<file path="src/sv/tdpb_pkg.sv">
// Shared types and constants for the tail-drop packet buffer timing unit.
`default_nettype none

package tdpb_pkg;

  // Field widths of the packet and result transactions.
  localparam int ARRIVAL_W = 32;
  localparam int PROC_W    = 16;
  localparam int TICK_W    = 34;
  localparam int CAP_W     = 11;

  // Configuration register map (word index within the APB window).
  localparam logic [0:0] REG_BUFFER_SIZE = 1'b0;

  // Reset value of the buffer capacity register.
  localparam logic [CAP_W-1:0] BUFFER_SIZE_RST = 11'd1024;

  // Finish and start times in ticks.
  typedef logic [TICK_W-1:0] tick_t;

endpackage

`default_nettype wire

</file>
<file path="src/sv/tdpb_ctrl.sv">
// Sequencer: retires finished head entries, decides drop or enqueue, holds the result.
`default_nettype none

module tdpb_ctrl #(
  parameter int DEPTH = 1024,
  parameter int IDX_W = 10,
  parameter int CNT_W = 11
) (
  input  wire                              clk,
  input  wire                              rst_n,
  input  wire [tdpb_pkg::CAP_W-1:0]        buffer_size,
  // Packet transaction
  input  wire                              in_valid,
  output logic                             in_ready,
  input  wire [tdpb_pkg::ARRIVAL_W-1:0]    pkt_arrival,
  input  wire [tdpb_pkg::PROC_W-1:0]       pkt_ptime,
  // Result transaction
  output logic                             out_valid,
  input  wire                              out_ready,
  output logic                             out_dropped,
  output tdpb_pkg::tick_t                  out_start,
  // Ring memory access
  output logic                             wr_en,
  output logic [IDX_W-1:0]                 wr_addr,
  output tdpb_pkg::tick_t                  wr_data,
  output logic [IDX_W-1:0]                 rd_addr,
  input  tdpb_pkg::tick_t                  rd_data
);

  localparam int CMP_W = (CNT_W > tdpb_pkg::CAP_W) ? CNT_W : tdpb_pkg::CAP_W;
  localparam logic [CMP_W-1:0] DEPTH_CMP = CMP_W'(DEPTH);
  localparam logic [IDX_W-1:0] LAST_IDX  = IDX_W'(DEPTH - 1);

  typedef enum logic [0:0] {
    ST_IDLE,
    ST_SCAN
  } state_t;

  state_t                          state_r, state_nxt;
  logic [IDX_W-1:0]                head_r, head_nxt;
  logic [IDX_W-1:0]                tail_r, tail_nxt;
  logic [CNT_W-1:0]                count_r, count_nxt;
  tdpb_pkg::tick_t                 last_r, last_nxt;
  logic [tdpb_pkg::ARRIVAL_W-1:0]  now_r, now_nxt;
  logic [tdpb_pkg::PROC_W-1:0]     ptime_r, ptime_nxt;
  logic                            out_valid_r, out_valid_nxt;
  logic                            out_drop_r, out_drop_nxt;
  tdpb_pkg::tick_t                 out_start_r, out_start_nxt;

  logic                            out_free;
  logic                            retire;
  logic                            decide;
  logic                            full;
  logic [CMP_W-1:0]                cap;
  tdpb_pkg::tick_t                 now_ext;
  tdpb_pkg::tick_t                 newest;
  tdpb_pkg::tick_t                 start;
  tdpb_pkg::tick_t                 finish;

  // Effective capacity saturates at the ring depth.
  always_comb begin
    if (CMP_W'(buffer_size) > DEPTH_CMP) begin
      cap = DEPTH_CMP;
    end else begin
      cap = CMP_W'(buffer_size);
    end
  end

  // Retire and decision terms for the packet under work.
  assign now_ext  = tdpb_pkg::TICK_W'(now_r);
  assign out_free = !out_valid_r || out_ready;
  assign retire   = (state_r == ST_SCAN) && (count_r != '0) && (rd_data <= now_ext);
  assign decide   = (state_r == ST_SCAN) && !retire && out_free;
  assign full     = CMP_W'(count_r) >= cap;
  assign newest   = (count_r != '0) ? last_r : '0;
  assign start    = (now_ext > newest) ? now_ext : newest;
  assign finish   = start + tdpb_pkg::TICK_W'(ptime_r);

  // Next-state logic.
  always_comb begin
    state_nxt     = state_r;
    head_nxt      = head_r;
    tail_nxt      = tail_r;
    count_nxt     = count_r;
    last_nxt      = last_r;
    now_nxt       = now_r;
    ptime_nxt     = ptime_r;
    out_valid_nxt = out_valid_r && !out_ready;
    out_drop_nxt  = out_drop_r;
    out_start_nxt = out_start_r;
    wr_en         = 1'b0;

    case (state_r)
      ST_IDLE: begin
        if (in_valid) begin
          now_nxt   = pkt_arrival;
          ptime_nxt = pkt_ptime;
          state_nxt = ST_SCAN;
        end
      end
      ST_SCAN: begin
        if (retire) begin
          // Head entry finished by the arrival tick: pop it.
          head_nxt  = (head_r == LAST_IDX) ? '0 : head_r + 1'b1;
          count_nxt = count_r - 1'b1;
        end else if (decide) begin
          out_valid_nxt = 1'b1;
          out_drop_nxt  = full;
          if (full) begin
            out_start_nxt = '0;
          end else begin
            out_start_nxt = start;
            wr_en         = 1'b1;
            tail_nxt      = (tail_r == LAST_IDX) ? '0 : tail_r + 1'b1;
            count_nxt     = count_r + 1'b1;
            last_nxt      = finish;
          end
          state_nxt = ST_IDLE;
        end
      end
      default: begin
        state_nxt = ST_IDLE;
      end
    endcase
  end

  // State and registered outputs.
  always_ff @(posedge clk) begin
    if (!rst_n) begin
      state_r     <= ST_IDLE;
      head_r      <= '0;
      tail_r      <= '0;
      count_r     <= '0;
      last_r      <= '0;
      out_valid_r <= 1'b0;
    end else begin
      state_r     <= state_nxt;
      head_r      <= head_nxt;
      tail_r      <= tail_nxt;
      count_r     <= count_nxt;
      last_r      <= last_nxt;
      out_valid_r <= out_valid_nxt;
    end
    now_r       <= now_nxt;
    ptime_r     <= ptime_nxt;
    out_drop_r  <= out_drop_nxt;
    out_start_r <= out_start_nxt;
  end

  // The memory always reads the entry that will be the head next cycle.
  assign rd_addr     = head_nxt;
  assign wr_addr     = tail_r;
  assign wr_data     = finish;
  assign in_ready    = (state_r == ST_IDLE);
  assign out_valid   = out_valid_r;
  assign out_dropped = out_drop_r;
  assign out_start   = out_start_r;

endmodule

`default_nettype wire

</file>
<file path="config.mk">
export PLATFORM = sky130hd
export DESIGN_NAME = tdpb_ctrl
export DESIGN_NICKNAME = d
export VERILOG_FILES = /design/src/sv/tdpb_pkg.sv /design/src/sv/tdpb_ctrl.sv
export SDC_FILE = /design/constraint.sdc
export NUM_CORES = 1
export LEC_CHECK = 0
export ABC_CLOCK_PERIOD_IN_PS = 16900
export BUFFER_PORTS_ARGS = -buffer_cell sky130_fd_sc_hd__buf_2
export CAP_MARGIN = 20
export CORE_AREA = 2 2 169 171
export CTS_BUF_LIST = sky130_fd_sc_hd__clkbuf_4 sky130_fd_sc_hd__clkbuf_8 sky130_fd_sc_hd__clkbuf_16
export DETAILED_ROUTE_END_ITERATION = 16
export DIE_AREA = 0 0 171 173
export PLACE_DENSITY = 0.62
export SLEW_MARGIN = 20
export SYNTH_ARGS = -nofsm -noshare
export SYNTH_HDL_FRONTEND = slang
export SYNTH_SLANG_ARGS = --single-unit
</file>
<file path="constraint.sdc">
create_clock -name clk -period 16.9 [get_ports clk]
set_clock_uncertainty 0.05 [all_clocks]
set_input_delay 0.845 -clock clk [delete_from_list [all_inputs] [get_ports clk]]
set_output_delay 0.845 -clock clk [all_outputs]
set_load 0.1 [all_outputs]
</file>
==> summary.md <==
| Metric | Value |
|---|---|
| Number of slew-limit violations in the final report | 0 |
| Share of the clock period used by the worst path after layout | 50.67% |
| Sequential share of the synthesized area | 40.11% |
| Overflow left after global routing | 0 |
| Critical path launch point type | flip-flop |
| Area added between synthesis and finish | 20.55% |
| Final weighted congestion in routability-driven placement | 0.9374 |
| Cell count after synthesis | 1,064 |
| Clock latency of the later-clocked register in the worst-skew pair | 0.43 ns |
| Number of enable flip-flop cells after synthesis | slightly above 80 |
| Y dimension of the die | 173 um |
| Htree depth | 4 |
| Placed Instances | around 1,600 |
| Via count normalized by instance count | 5.238 |
| IO Pins | ~190 |
| Vias in the first global route | 8,423 |
| Initial antenna violation count | 1 |
| Lkg Pwr | 5.095 nW |
| Worst stage delay on the critical path | 0.64 ns |
| Number of endpoints failing setup at the final stage | 0 |
| Worst Path Required | 16.01 ns |
| Mapped cell area | 0.009558 mm2 |
| Max_cap viols | 0 |
| Largest net degree at the start of global routing | 51 |
| Worst slew slack as a fraction of its limit | 35.69% |
| Async SR Flop Fraction | 0% |
| Net Count, Synth | roughly 1,300 |
| Hold buffer count at CTS | 0 |
| Initial detailed-routing violation count | 490 |
| Crit path kind | flip-flop to output pin |
| Iteration count of the initial detailed-routing pass | 5 |
| Worst-path maximum fanout | 50 |
| Overall track demand over capacity in global routing | about a fifth |
| Max IR drop VDD | 0.09327 mV |
| Crit path capture type | output pin |
| Fraction of final layout cells sized beyond drive strength 1 | 20.22% |
| Register clock-pin slew on the reported worst setup and hold paths | 0.07 ns |
| Number of buffers created by CTS | 17 |
| Setup repair after global routing missed its margin | false |
| CTS Sinks | 150 |
| Net count of the finished layout | 1,439 |
| FF+latch count, synth | 150 |
| Placement-stage worst setup slack | slightly below 9 ns |
| Sum of negative setup slack | 0 ns |
| Effective utilization at floorplan | 34.59% |
| Die Outline Area | 0.02958 mm2 |
| Postcts setup bufs | 0 |
| CTS tree | built |
| Post-synthesis average cell area | 8.983 um2 |
| Clk buf depth | 2 |
| Slowest cell on the critical path | sky130_fd_sc_hd__a221oi_1 |
| Antenna Nets Post-Route | 0 |
| Number of warning messages in the yosys log | 0 |
| Pin slew with the least headroom to its limit | about 0.96 ns |
| FMAX | around 0.12 GHz |
| Average wire per cell in the routed design | 17.68 um |
| HPWL after detailed placement | ~21,000 um |
| Core box area | between 0.02 and 0.03 mm2 |
| Data arrival time of the critical path | 7.67 ns |
| Remaining design rule violation count | 0 |
| Wire length of the first global-routing pass | between 40,000 and 50,000 um |
| Minimum period implied by the final worst setup slack | 8.563 ns |
| Path class of the lowest-slack min-delay path | flip-flop to flip-flop |
| Total of buffers placed on input and output ports | 188 |
| Outcome | completed |
| Cells resized by post-CTS repair | 0 |
| Wirelength, routed | 28,810 um |
| Worst-case setup margin in the final layout | about 8.3 ns |
| Endpoints failing hold | 0 |
| Non-Filler Instances | between 1,500 and 2,000 |
| Die Wd | 171 um |
| Flip-flop cell with the highest count after synthesis | sky130_fd_sc_hd__edfxtp_1 |
| Number of diodes added for antenna fixing | 0 |
| Number of unique standard cell types used by synthesis | 64 |
| Via count | roughly 8,500 |
| Num rows | 61 |
| Power density over cell area | 127.1 mW/mm2 |
| Clock root cell | sky130_fd_sc_hd__clkbuf_16 |
-- layer usage --
layer  global-route usage, %  routed length (um)
met1                   26.20               12790
met2                   32.91               13690
met3                   3.250                1806
met4                   5.367                 518
met5                       0                   0
-- area by class of cell --
cell class | count | area, um2
Clock buffer | 17 | 425.4
Clock inverter | 15 | 229.0
Fill cell | 2813 | 16110
Inverter | 68 | 256.5
Multi-Input combinational cell | 808 | 5326
Sequential cell | 150 | 3834
Tap cell | 378 | 473.0
Timing Repair Buffer | 193 | 978.4
-- cells in the final DEF (no fill, tap or decap), drive strengths merged, types with 12 or more instances in the layout --
| cell | count |
|---|---|
| buf | 193 |
| nand2 | 148 |
| ha | 102 |
| a21oi | 91 |
| nor2 | 87 |
| edfxtp | 83 |
| inv | 76 |
| dfxtp | 67 |
| o21ai | 39 |
| nand3 | 34 |
| a21o | 30 |
| xnor2 | 27 |
| nand4 | 23 |
| xor2 | 22 |
| o21a | 21 |
| nor3 | 19 |
| clkbuf | 17 |
| and2 | 15 |
| and3 | 12 |
-- power by group --
part	leakage, nW	internal, W	switching, W
registers	1.34	0.000422	0.0000222
clock network	0.323	0.000255	0.000175
logic	3.43	0.000124	0.000466
-- synth_stat cells (all sizes together) (4+ instances only) --
cell type | instances | area, um2
nor2b | 7 | 43.79
inv | 66 | 247.7
nor4 | 10 | 62.56
nand2b | 9 | 63.81
or4 | 7 | 52.55
buf | 15 | 70.07
o211ai | 5 | 37.54
a211oi | 9 | 67.56
o21bai | 6 | 45.04
nor2 | 87 | 329.1
or3 | 10 | 62.56
a21o | 30 | 225.2
ha | 102 | 1276
clkbuf | 23 | 86.33
o21ai | 39 | 195.2
o21a | 21 | 157.7
nand2 | 148 | 555.5
xor2 | 22 | 192.7
o21ba | 5 | 50.05
nand3 | 34 | 170.2
and3 | 12 | 75.07
o31ai | 4 | 30.03
edfxtp | 83 | 2492
dfxtp | 67 | 1341
a31oi | 11 | 68.82
a21oi | 91 | 455.4
a31o | 9 | 78.83
nand4 | 23 | 143.9
and2 | 15 | 93.84
xnor2 | 27 | 236.5
nor3 | 19 | 95.09
mux2i | 11 | 113.9
-- metrics by stage --
stage	instance area [um2]	hold slack (ns)	total power [W]	utilization (%)
final	11520	0.4052	0.001465	41.70
after global routing	11520	0.4286	0.001532	41.70
after CTS	11520	0.4077	0.001474	41.70
after detailed placement	10870	0.3977	0.001039	39.34
after global placement	10870	0.3906	0.001037	39.34
after floorplan	9558	0.3817	0.0009155	-
-- final timing paths --
check,from,to,slack (ns),cells past startpoint
setup / recovery,count_r[10],wr_data[21],8.34,27
hold / removal,last_r[1],last_r[1],0.41,2
setup reg to reg,count_r[10],last_r[31],9.81,27
hold reg to reg,last_r[1],last_r[1],0.41,2
-- cell families after synthesis --
group	Yosys count	synth area share (%)
buffers and inverters	106	4.320
multiplexers	12	1.309
adder cells (fa/ha/maj)	104	13.77
AND/OR/NAND/NOR	391	19.19
flip-flops	150	40.11
XOR/XNOR	49	4.490
AO/OA/AOI/OAI	252	16.81
-- critical path: cells and delay by family, from the launching register on --
family	cells	cell delay (ns)
compound gates	10	2.28
xor+xnor	1	0.30
fa+ha+maj	2	0.49
buf+inv	6	1.59
flops	1	0.34
simple gates	8	2.17
-- flip-flops by register name (all words and copies together), names as in the netlist --
register / flops
out_start: 34
wr_addr: 10
head_r: 10
now_r: 32
count_r: 11
ptime_r: 16
last_r: 34
state_r: 1
out_dropped: 1
out_valid: 1
No activity file was read; power rests on OpenSTA's default activity.
